### config.mk
export PLATFORM = sky130hd
export DESIGN_NAME = angle_kalman_filter
export DESIGN_NICKNAME = d
export VERILOG_FILES = /design/src/sv/akf_pkg.sv /design/src/sv/akf_predict.sv /design/src/sv/akf_gain_div.sv /design/src/sv/akf_update_mul.sv /design/src/sv/angle_kalman_filter.sv
export SDC_FILE = /design/constraint.sdc
export NUM_CORES = 2
export LEC_CHECK = 0
export ABC_AREA = 0
export BUFFER_PORTS_ARGS = -buffer_cell sky130_fd_sc_hd__buf_2
export CORE_ASPECT_RATIO = 0.7
export CORE_MARGIN = 4
export CORE_UTILIZATION = 50
export CTS_CLUSTER_SIZE = 40
export DETAILED_ROUTE_END_ITERATION = 16
export GPL_TIMING_DRIVEN = 0
export HOLD_SLACK_MARGIN = 0.08
export PLACE_DENSITY = 0.68
export SLEW_MARGIN = 20
export SYNTH_ARGS = -nofsm -noshare
export SYNTH_HDL_FRONTEND = slang
export SYNTH_SLANG_ARGS = --single-unit
### constraint.sdc
create_clock -name clk -period 9.28 [get_ports clk]
set_clock_uncertainty 0.1 [all_clocks]
set_input_delay 0.928 -clock clk [delete_from_list [all_inputs] [get_ports clk]]
set_output_delay 0.928 -clock clk [all_outputs]
set_load 0.02 [all_outputs]
### src/sv/akf_pkg.sv
// Shared types and constants for the angle Kalman filter.
package akf_pkg;

  localparam int CFG_W     = 32;                // noise registers and timestamp
  localparam int LIM_W     = 16;                // innovation clamp register
  localparam int PADDR_W   = 4;                 // three word registers
  localparam int ANGLE_W   = 17;                // angle fields
  localparam int DT_W      = 10;                // clamped time step, 1..1000 ms
  localparam int DT_MAX    = 1000;
  localparam int PROD_W    = CFG_W + DT_W;      // q * dt
  localparam int GAIN_FRAC = 16;
  localparam int GAIN_W    = GAIN_FRAC + 1;     // gain reaches exactly one
  localparam int WRAP_W    = 21;                // working angle width
  localparam int MAG_W     = WRAP_W - 1;        // innovation magnitude

  typedef enum logic [1:0] {
    REG_PROCESS_NOISE = 2'd0,
    REG_MEASURE_NOISE = 2'd1,
    REG_MAX_INNOV     = 2'd2
  } akf_reg_t;

  typedef enum logic [7:0] {
    S_IDLE  = 8'b0000_0001,
    S_PRED  = 8'b0000_0010,
    S_VADD  = 8'b0000_0100,
    S_GAIN  = 8'b0000_1000,
    S_MUL   = 8'b0001_0000,
    S_CORR  = 8'b0010_0000,
    S_EWRAP = 8'b0100_0000,
    S_EMIT  = 8'b1000_0000
  } akf_state_t;

  // start strobe handed to a serial unit, done strobe returned
  typedef struct packed {
    logic start;
  } akf_cmd_t;

  typedef struct packed {
    logic done;
  } akf_sts_t;

endpackage

### src/sv/akf_predict.sv
// Serial process-noise increment: floor(q * dt / 1000), bit-serial multiply then divide.
module akf_predict (
  input  logic                      clk,
  input  logic                      rst,
  input  akf_pkg::akf_cmd_t         cmd,
  input  logic [akf_pkg::CFG_W-1:0] q,
  input  logic [akf_pkg::DT_W-1:0]  dt,
  output logic [akf_pkg::CFG_W-1:0] inc,
  output akf_pkg::akf_sts_t         sts
);
  import akf_pkg::*;

  localparam int CNT_W = $clog2(PROD_W + 1);

  logic             busy_mul;
  logic             busy_div;
  logic             done;
  logic [CNT_W-1:0] cnt;
  logic [PROD_W-1:0] num;
  logic [DT_W-1:0]  rem;
  logic [DT_W-1:0]  dt_sh;
  logic [CFG_W-1:0] q_r;

  logic [PROD_W-1:0] mul_next;
  logic [DT_W:0]     trial;
  logic              qbit;
  logic [DT_W-1:0]   rem_next;

  // multiply: dt bits MSB first; divide: numerator bits MSB first, quotient shifts in below
  always_comb begin
    mul_next = {num[PROD_W-2:0], 1'b0} + (dt_sh[DT_W-1] ? {{DT_W{1'b0}}, q_r} : '0);
    trial    = {rem, num[PROD_W-1]};
    qbit     = (trial >= (DT_W+1)'(DT_MAX));
    rem_next = qbit ? DT_W'(trial - (DT_W+1)'(DT_MAX)) : trial[DT_W-1:0];
  end

  always_ff @(posedge clk) begin
    if (rst) begin
      busy_mul <= 1'b0;
      busy_div <= 1'b0;
      done     <= 1'b0;
      cnt      <= '0;
    end else begin
      done <= 1'b0;
      if (cmd.start) begin
        busy_mul <= 1'b1;
        busy_div <= 1'b0;
        cnt      <= CNT_W'(DT_W);
      end else if (busy_mul) begin
        if (cnt == CNT_W'(1)) begin
          busy_mul <= 1'b0;
          busy_div <= 1'b1;
          cnt      <= CNT_W'(PROD_W);
        end else begin
          cnt <= cnt - CNT_W'(1);
        end
      end else if (busy_div) begin
        if (cnt == CNT_W'(1)) begin
          busy_div <= 1'b0;
          done     <= 1'b1;
        end else begin
          cnt <= cnt - CNT_W'(1);
        end
      end
    end
  end

  always_ff @(posedge clk) begin
    if (cmd.start) begin
      num   <= '0;
      rem   <= '0;
      dt_sh <= dt;
      q_r   <= q;
    end else if (busy_mul) begin
      num   <= mul_next;
      dt_sh <= {dt_sh[DT_W-2:0], 1'b0};
    end else if (busy_div) begin
      num <= {num[PROD_W-2:0], qbit};
      rem <= rem_next;
    end
  end

  // quotient is below 2^32 since dt <= 1000
  assign inc      = num[CFG_W-1:0];
  assign sts.done = done;

endmodule

### src/sv/akf_gain_div.sv
// Restoring divider, one quotient bit per cycle: gain = floor(P * 2^16 / (P + R)).
module akf_gain_div #(
  parameter int VAR_W = 32
) (
  input  logic                       clk,
  input  logic                       rst,
  input  akf_pkg::akf_cmd_t          cmd,
  input  logic [VAR_W-1:0]           p,
  input  logic [akf_pkg::CFG_W-1:0]  r,
  output logic [akf_pkg::GAIN_W-1:0] gain,
  output akf_pkg::akf_sts_t          sts
);
  import akf_pkg::*;

  localparam int SUM_W = ((VAR_W > CFG_W) ? VAR_W : CFG_W) + 1;
  localparam int CNT_W = $clog2(GAIN_W + 1);

  logic             busy;
  logic             done;
  logic [CNT_W-1:0] cnt;
  logic [SUM_W-1:0] d;
  logic [SUM_W:0]   rem;
  logic [GAIN_W-1:0] quo;
  logic             zero_d;

  logic [SUM_W-1:0] d_new;
  logic             ge;
  logic [SUM_W:0]   t;

  always_comb begin
    d_new = {{(SUM_W-VAR_W){1'b0}}, p} + {{(SUM_W-CFG_W){1'b0}}, r};
    ge    = (rem >= {1'b0, d});
    t     = ge ? (rem - {1'b0, d}) : rem;
  end

  always_ff @(posedge clk) begin
    if (rst) begin
      busy <= 1'b0;
      done <= 1'b0;
      cnt  <= '0;
    end else begin
      done <= 1'b0;
      if (cmd.start) begin
        busy <= 1'b1;
        cnt  <= CNT_W'(GAIN_W);
      end else if (busy) begin
        if (cnt == CNT_W'(1)) begin
          busy <= 1'b0;
          done <= 1'b1;
        end else begin
          cnt <= cnt - CNT_W'(1);
        end
      end
    end
  end

  // first step tests the integer bit (P == P + R only when R is zero)
  always_ff @(posedge clk) begin
    if (cmd.start) begin
      d      <= d_new;
      rem    <= {{(SUM_W+1-VAR_W){1'b0}}, p};
      zero_d <= (d_new == '0);
    end else if (busy) begin
      rem <= {t[SUM_W-1:0], 1'b0};
      quo <= {quo[GAIN_W-2:0], ge};
    end
  end

  // zero denominator: gain taken as zero
  assign gain     = zero_d ? '0 : quo;
  assign sts.done = done;

endmodule

### src/sv/akf_update_mul.sv
// Two bit-serial multipliers, one on the gain and one on one minus the gain: correction magnitude and new variance.
module akf_update_mul #(
  parameter int VAR_W = 32
) (
  input  logic                       clk,
  input  logic                       rst,
  input  akf_pkg::akf_cmd_t          cmd,
  input  logic [akf_pkg::GAIN_W-1:0] gain,
  input  logic [akf_pkg::MAG_W-1:0]  mag,
  input  logic [VAR_W-1:0]           p,
  output logic [akf_pkg::MAG_W-1:0]  cmag,
  output logic [VAR_W-1:0]           p_new,
  output akf_pkg::akf_sts_t          sts
);
  import akf_pkg::*;

  localparam int CNT_W  = $clog2(GAIN_W + 1);
  localparam int ACC_CW = MAG_W + GAIN_W;
  localparam int ACC_PW = VAR_W + GAIN_W;

  logic              busy;
  logic              done;
  logic [CNT_W-1:0]  cnt;
  logic [GAIN_W-1:0] g_sh;
  logic [GAIN_W-1:0] h_sh;
  logic [MAG_W-1:0]  mag_r;
  logic [VAR_W-1:0]  p_r;
  logic [ACC_CW-1:0] acc_c;
  logic [ACC_PW-1:0] acc_p;

  logic [GAIN_W-1:0] one_minus_g;
  logic [ACC_CW-1:0] rounded;

  always_comb begin
    one_minus_g = (GAIN_W'(1) << GAIN_FRAC) - gain;
    rounded     = acc_c + (ACC_CW'(1) << (GAIN_FRAC - 1));
  end

  always_ff @(posedge clk) begin
    if (rst) begin
      busy <= 1'b0;
      done <= 1'b0;
      cnt  <= '0;
    end else begin
      done <= 1'b0;
      if (cmd.start) begin
        busy <= 1'b1;
        cnt  <= CNT_W'(GAIN_W);
      end else if (busy) begin
        if (cnt == CNT_W'(1)) begin
          busy <= 1'b0;
          done <= 1'b1;
        end else begin
          cnt <= cnt - CNT_W'(1);
        end
      end
    end
  end

  always_ff @(posedge clk) begin
    if (cmd.start) begin
      g_sh  <= gain;
      h_sh  <= one_minus_g;
      mag_r <= mag;
      p_r   <= p;
      acc_c <= '0;
      acc_p <= '0;
    end else if (busy) begin
      g_sh  <= {g_sh[GAIN_W-2:0], 1'b0};
      h_sh  <= {h_sh[GAIN_W-2:0], 1'b0};
      acc_c <= {acc_c[ACC_CW-2:0], 1'b0}
               + (g_sh[GAIN_W-1] ? {{GAIN_W{1'b0}}, mag_r} : '0);
      acc_p <= {acc_p[ACC_PW-2:0], 1'b0}
               + (h_sh[GAIN_W-1] ? {{GAIN_W{1'b0}}, p_r} : '0);
    end
  end

  // round half up on the magnitude, truncate the variance
  assign cmag     = rounded[GAIN_FRAC +: MAG_W];
  assign p_new    = acc_p[GAIN_FRAC +: VAR_W];
  assign sts.done = done;

endmodule

### src/sv/angle_kalman_filter.sv
// Top level of the one-state heading Kalman filter with angle wrapping.
//
//  channel   | handshake             | payload
//  ----------+-----------------------+----------------------------------------------
//  meas      | meas_valid/meas_ready | measured_angle[16:0] s, timestamp_ms[31:0], restart
//  est       | est_valid/est_ready   | filtered_angle[16:0] s
//  config    | APB psel/penable      | paddr[3:0], pwdata/prdata[31:0], pready tied high
//
// A seeding item (first after reset, or restart set) goes straight to the emit state
// and the output load. A tracking item passes through 10 multiply and 42 divide-by-1000
// predict steps, a variance add, 17 gain-divider and 17 multiply steps, three handoffs,
// the correction add, the estimate store and the output load, plus one wrap step per
// turn removed by the estimate wrap.
// Reset (rst, synchronous) restores the register defaults and unseeds the filter.
// One item is in work at a time. A new item is taken while the last result still
// waits in the output register; the next result holds in the emit state until it is free.
module angle_kalman_filter #(
  parameter int ANGLE_FRAC_BITS = 8,
  parameter int VAR_WIDTH       = 32
) (
  input  logic                               clk,
  input  logic                               rst,
  // measurement items
  input  logic                               meas_valid,
  output logic                               meas_ready,
  input  logic signed [akf_pkg::ANGLE_W-1:0] measured_angle,
  input  logic        [akf_pkg::CFG_W-1:0]   timestamp_ms,
  input  logic                               restart,
  // estimate items
  output logic                               est_valid,
  input  logic                               est_ready,
  output logic signed [akf_pkg::ANGLE_W-1:0] filtered_angle,
  // configuration
  input  logic                               psel,
  input  logic                               penable,
  input  logic                               pwrite,
  input  logic        [akf_pkg::PADDR_W-1:0] paddr,
  input  logic        [akf_pkg::CFG_W-1:0]   pwdata,
  output logic        [akf_pkg::CFG_W-1:0]   prdata,
  output logic                               pready
);
  import akf_pkg::*;

  localparam int SUM_W = ((VAR_WIDTH > CFG_W) ? VAR_WIDTH : CFG_W) + 1;
  localparam logic [SUM_W-1:0] VAR_MAX = {{(SUM_W-VAR_WIDTH){1'b0}}, {VAR_WIDTH{1'b1}}};

  // Working angles never reach 2^(WRAP_W-2); a larger half turn never wraps,
  // so it is capped there to stay representable.
  localparam int HALF_RAW = 180 << ANGLE_FRAC_BITS;
  localparam int HALF_LIM = (1 << (WRAP_W - 2)) - 1;
  localparam int HALF_CAP = (HALF_RAW > HALF_LIM) ? HALF_LIM : HALF_RAW;
  localparam logic signed [WRAP_W-1:0] HALF_TURN = WRAP_W'(HALF_CAP);
  localparam logic signed [WRAP_W-1:0] FULL_TURN = WRAP_W'(2 * HALF_CAP);

  // ---------------------------------------------------------------------------
  // Configuration registers
  // ---------------------------------------------------------------------------
  logic [CFG_W-1:0] process_noise;
  logic [CFG_W-1:0] measure_noise;
  logic [LIM_W-1:0] max_innovation;
  logic             cfg_wr;
  akf_reg_t         reg_sel;

  assign pready  = 1'b1;
  assign cfg_wr  = psel & penable & pwrite & pready;
  assign reg_sel = akf_reg_t'(paddr[3:2]);

  always_ff @(posedge clk) begin
    if (rst) begin
      process_noise  <= CFG_W'(655);
      measure_noise  <= CFG_W'(65536);
      max_innovation <= '0;
    end else if (cfg_wr) begin
      case (reg_sel)
        REG_PROCESS_NOISE: process_noise  <= pwdata;
        REG_MEASURE_NOISE: measure_noise  <= pwdata;
        REG_MAX_INNOV:     max_innovation <= pwdata[LIM_W-1:0];
        default: ;
      endcase
    end
  end

  always_comb begin
    case (reg_sel)
      REG_PROCESS_NOISE: prdata = process_noise;
      REG_MEASURE_NOISE: prdata = measure_noise;
      REG_MAX_INNOV:     prdata = {{(CFG_W-LIM_W){1'b0}}, max_innovation};
      default:           prdata = '0;
    endcase
  end

  // ---------------------------------------------------------------------------
  // Filter state and sequencer
  // ---------------------------------------------------------------------------
  akf_state_t                 state;
  logic                       seeded;
  logic                       pred_fin;
  logic signed [ANGLE_W-1:0]  est;
  logic [VAR_WIDTH-1:0]       var_p;
  logic [CFG_W-1:0]           last_time;
  logic signed [WRAP_W-1:0]   ang;      // innovation, then new estimate, while wrapping
  logic [MAG_W-1:0]           mag;
  logic                       neg;

  logic                       accept;
  logic                       seed_now;
  logic [CFG_W-1:0]           tdiff;
  logic [DT_W-1:0]            dt;
  logic                       in_range;
  logic signed [WRAP_W-1:0]   ang_step;
  logic signed [WRAP_W-1:0]   lim;
  logic signed [WRAP_W-1:0]   inn_c;
  logic [WRAP_W-1:0]          inn_abs;
  logic [SUM_W-1:0]           p_sum;
  logic [VAR_WIDTH-1:0]       p_sat;
  logic [SUM_W-1:0]           r_ext;
  logic [VAR_WIDTH-1:0]       r_sat;
  logic signed [WRAP_W-1:0]   corr;
  logic                       emit;

  akf_cmd_t          pred_cmd, div_cmd, mul_cmd;
  akf_sts_t          pred_sts, div_sts, mul_sts;
  logic [CFG_W-1:0]  inc;
  logic [GAIN_W-1:0] gain;
  logic [MAG_W-1:0]  cmag;
  logic [VAR_WIDTH-1:0] p_new;

  assign meas_ready = (state == S_IDLE);
  assign accept     = meas_valid & meas_ready;
  assign seed_now   = ~seeded | restart;
  assign emit       = (state == S_EMIT) & (~est_valid | est_ready);

  always_comb begin
    // elapsed time, clamped to 1..1000 ms (a backward step lands at 1000)
    tdiff = timestamp_ms - last_time;
    if (tdiff == '0) begin
      dt = DT_W'(1);
    end else if (tdiff > CFG_W'(DT_MAX)) begin
      dt = DT_W'(DT_MAX);
    end else begin
      dt = tdiff[DT_W-1:0];
    end

    // one turn removed per cycle; +/- half turn stays as is
    in_range = (ang <= HALF_TURN) && (ang >= -HALF_TURN);
    if (ang > HALF_TURN) begin
      ang_step = ang - FULL_TURN;
    end else if (ang < -HALF_TURN) begin
      ang_step = ang + FULL_TURN;
    end else begin
      ang_step = ang;
    end

    // innovation clamp, zero disables
    lim = signed'({{(WRAP_W-LIM_W){1'b0}}, max_innovation});
    if ((max_innovation != '0) && (ang > lim)) begin
      inn_c = lim;
    end else if ((max_innovation != '0) && (ang < -lim)) begin
      inn_c = -lim;
    end else begin
      inn_c = ang;
    end
    inn_abs = inn_c[WRAP_W-1] ? unsigned'(-inn_c) : unsigned'(inn_c);

    // saturating variance arithmetic
    p_sum = {{(SUM_W-VAR_WIDTH){1'b0}}, var_p} + {{(SUM_W-CFG_W){1'b0}}, inc};
    p_sat = (p_sum > VAR_MAX) ? {VAR_WIDTH{1'b1}} : p_sum[VAR_WIDTH-1:0];
    r_ext = {{(SUM_W-CFG_W){1'b0}}, measure_noise};
    r_sat = (r_ext > VAR_MAX) ? {VAR_WIDTH{1'b1}} : r_ext[VAR_WIDTH-1:0];

    corr = neg ? -signed'({1'b0, cmag}) : signed'({1'b0, cmag});

    pred_cmd.start = accept & ~seed_now;
    div_cmd.start  = (state == S_VADD);
    mul_cmd.start  = (state == S_GAIN) & div_sts.done;
  end

  always_ff @(posedge clk) begin
    if (rst) begin
      state     <= S_IDLE;
      seeded    <= 1'b0;
      pred_fin  <= 1'b0;
      est_valid <= 1'b0;
      est       <= '0;
      var_p     <= '0;
      last_time <= '0;
    end else begin
      if (emit) begin
        est_valid <= 1'b1;
      end else if (est_ready) begin
        est_valid <= 1'b0;
      end

      case (state)
        S_IDLE: begin
          if (accept) begin
            last_time <= timestamp_ms;
            if (seed_now) begin
              est    <= measured_angle;
              var_p  <= r_sat;
              seeded <= 1'b1;
              state  <= S_EMIT;
            end else begin
              pred_fin <= 1'b0;
              state    <= S_PRED;
            end
          end
        end
        S_PRED: begin
          if (pred_sts.done) begin
            pred_fin <= 1'b1;
          end
          if ((pred_fin | pred_sts.done) & in_range) begin
            state <= S_VADD;
          end
        end
        S_VADD: begin
          var_p <= p_sat;
          state <= S_GAIN;
        end
        S_GAIN: begin
          if (div_sts.done) begin
            state <= S_MUL;
          end
        end
        S_MUL: begin
          if (mul_sts.done) begin
            var_p <= p_new;
            state <= S_CORR;
          end
        end
        S_CORR: begin
          state <= S_EWRAP;
        end
        S_EWRAP: begin
          if (in_range) begin
            est   <= ang[ANGLE_W-1:0];
            state <= S_EMIT;
          end
        end
        S_EMIT: begin
          if (emit) begin
            state <= S_IDLE;
          end
        end
        default: state <= S_IDLE;
      endcase
    end
  end

  // datapath registers
  always_ff @(posedge clk) begin
    if (accept) begin
      ang <= WRAP_W'(measured_angle) - WRAP_W'(est);
    end else if (((state == S_PRED) || (state == S_EWRAP)) && !in_range) begin
      ang <= ang_step;
    end else if (state == S_CORR) begin
      ang <= WRAP_W'(est) + corr;
    end

    if (state == S_VADD) begin
      mag <= inn_abs[MAG_W-1:0];
      neg <= inn_c[WRAP_W-1];
    end

    if (emit) begin
      filtered_angle <= est;
    end
  end

  // ---------------------------------------------------------------------------
  // Serial units
  // ---------------------------------------------------------------------------
  akf_predict u_predict (
    .clk (clk),
    .rst (rst),
    .cmd (pred_cmd),
    .q   (process_noise),
    .dt  (dt),
    .inc (inc),
    .sts (pred_sts)
  );

  akf_gain_div #(
    .VAR_W (VAR_WIDTH)
  ) u_gain_div (
    .clk  (clk),
    .rst  (rst),
    .cmd  (div_cmd),
    .p    (p_sat),
    .r    (measure_noise),
    .gain (gain),
    .sts  (div_sts)
  );

  akf_update_mul #(
    .VAR_W (VAR_WIDTH)
  ) u_update_mul (
    .clk   (clk),
    .rst   (rst),
    .cmd   (mul_cmd),
    .gain  (gain),
    .mag   (mag),
    .p     (var_p),
    .cmag  (cmag),
    .p_new (p_new),
    .sts   (mul_sts)
  );

endmodule
==> reports/results.txt <==
Cell Area, Synth: 39,600 um^2
Critical Path Start Type: register
pwr/cell area: 239 nW/um^2
Crit. End Element: register
Syn Inst Count: 4,592
CP peak stage delay: 0.56 ns
Port Buf Inserts: 139
Post-CTS Setup Bufs: 0
drt pass-1 iters: 6
reg2reg setup slack: 0.40 ns
period utilisation layout: 0.957
Post-synth EDFFs: 269
die height: 243 um
Ports: 145
Die ar.: 83,800 um^2
routed vias: 35.5k
initial DRC count: 3,942
most frequent cells in the layout: nand2_1, a21oi_1, nor2_1
H-Tree Depth: 3
# setup viols final: 0
Synth-to-Final Area Change: 11.2%
Post-DP HPWL: 99,000 um
DR WL/cell: 21.7 um
worst-case vdd ir drop: 0.000167 V
Most used DFF post-synth: dfxtp_1
Bufs on Longest Clock Path: 3
FF/Latch Area: 14,700 um^2
critical path class: register to register
largest net degree at the start of global routing: 48
Max Cap Viol: 0
Post-DRT Antenna Nets: 0
Mapped Nets: 4,997
final-report hold violation count: 0
fillers: 7,245
multi-input logic area: 23,300 um^2
share of cells above drive strength 1: 0.0692
Fin Hold WS: 0.321 ns
worst path required time: 9.58 ns
most common cell after layout, fill and taps aside: nand2_1
Core Box Area: 78,600 um^2
GP Congestion: 1.02
CTS root buf: clkbuf_16
RSZ-0062 raised after global routing: false
hold path depth: 0
CTS sink count: 602
first-pass GRT wire length: 194,000 um
sequential area share after synthesis: 0.372
Synth Warn #: 0
post-place setup slack: -0.218 ns
die width: 344 um
grt ovf: 0
Leak: 17.6 nW
R2R cell count: 26
worst-path fanout max: 16
drc violations: 0
slowest cell on the critical path: or4_1
slew margin rel.: 0.188
hold buffer count at CTS: 0
Pins Over Slew Limit: 0
Num CTS Buffers: 66
Tmin final: 8.88 ns
R2R Path Start: u_predict.num[0]
Hold Path Class: register to register
Slew @ Worst Pin: 1.22 ns
drt total wl: 129,000 um
Yosys cell types: 102
CTS-repair resized insts: 1
fmax: 113 MHz
nets: 5,207
final core utilization: 0.560
Starting Density: 0.504
Pwr Total: 10.5 mW
Post-synth ARST share: 0
final worst slack: 0.403 ns
status: finished clean
vias per cell: 6.01
GRT Total Usage: 0.298
CTS tree: done
Critical Path Start: u_predict.num[0]
syn avg cell area: 8.62 um^2
initial antenna violation count: 18
FF+latch count, synth: 602
CP arrival: 9.17 ns
Reg clk slew, reported paths: 0.06 ns
vias in the first global route: 31.9k
start point of the worst hold path: mag[1]
Rows: 86
Worst-Skew Late Latency: 0.65 ns
[per-stage QoR]
step	TNS, ns	cells	instance area (um^2)
after global routing	0	5913	44000
after CTS	0	5913	44000
after floorplan	0	4592	39600
after detailed placement	-0.218	5791	41700
final	0	5916	44000
after global placement	-0.255	5787	41600
[cell families (layout without fill, tap and decap cells)]
| kind of cell | count (synthesis) | in the layout | share of synthesized area |
|---|---|---|---|
| simple gates | 1580 | 1580 | 0.190 |
| mux | 112 | 112 | 0.0286 |
| flops | 602 | 602 | 0.372 |
| buf+inv | 422 | 686 | 0.0411 |
| xor+xnor | 302 | 302 | 0.0670 |
| compound gates | 1261 | 1261 | 0.200 |
| other cells | 1 | 5 | 0.0000947 |
| fa+ha+maj | 312 | 312 | 0.100 |
[worst paths after layout]
check	to
worst max-delay path	u_gain_div.zero_d
worst min-delay path	u_update_mul.mag_r[1]
worst max register to register	u_gain_div.zero_d
worst min register to register	u_update_mul.mag_r[1]
[worst max-delay path, delay by kind of cell (launching register included)]
| family | cells | cell delay [ns] |
|---|---|---|
| adders and majority gates | 3 | 1.05 |
| DFF | 1 | 0.55 |
| and+or+nand+nor | 10 | 3.16 |
| AOI/OAI and AO/OA | 10 | 3.14 |
| buffers and inverters | 2 | 0.43 |
| xor gates and xnor gates | 1 | 0.16 |
[cells in the mapped netlist, types with 32 or more instances]
cell type / instances / share of area
nand2_1: 555 / 0.053
a21oi_1: 421 / 0.053
nor2_1: 373 / 0.035
dfxtp_1: 333 / 0.17
ha_1: 302 / 0.095
edfxtp_1: 269 / 0.20
o21ai_0: 249 / 0.031
inv_1: 219 / 0.021
xnor2_1: 187 / 0.041
clkbuf_1: 173 / 0.016
nand3_1: 125 / 0.016
a211oi_1: 115 / 0.022
xor2_1: 114 / 0.025
mux2i_1: 104 / 0.026
and2_1: 103 / 0.016
a21o_1: 102 / 0.019
nor3_1: 81 / 0.010
nand2b_1: 64 / 0.010
nor2b_1: 62 / 0.0098
a31oi_1: 56 / 0.0088
nand4_1: 38 / 0.0060
a22oi_1: 34 / 0.0064
o21a_1: 34 / 0.0064
and3_1: 32 / 0.0051
[flip-flops by register name, indices dropped and copies added (netlist names), 16 cells and up]
register	flops
var_p	32
u_update_mul.acc_c	36
max_innovation	16
u_predict.q_r	32
u_update_mul.p_r	32
u_gain_div.quo	17
u_update_mul.acc_p	48
ang	21
mag	20
u_gain_div.d	33
u_update_mul.g_sh	16
u_update_mul.mag_r	20
u_gain_div.rem	34
process_noise	32
u_update_mul.h_sh	17
measure_noise	32
u_predict.num	42
est	17
last_time	32
filtered_angle	17
[cell type report]
class,instances,area share
antenna,4,0.000227
buffer,198,0.0181
clock buffer,88,0.0429
clock inverter,34,0.00898
inverter,223,0.0190
multi-input combinational,3568,0.528
sequential,602,0.335
tap,1056,0.0300
timing repair buffer,143,0.0176
[power by group]
group          internal (mW)  total [mW]  switching, mW
combinational           1.63        4.09           2.45
sequential              3.18        3.63          0.454
clock                   1.59        2.79           1.20
total                   6.41        10.5           4.11
[per-layer routing]
metal	GRT usage	vias to the layer above	share of wire
li1	-	17000	-
met1	0.460	16700	0.47
met2	0.391	1578	0.38
met3	0.105	213	0.13
met4	0.0694	34	0.024
met5	0	-	0.0014
No activity file was read; power rests on OpenSTA's default activity.
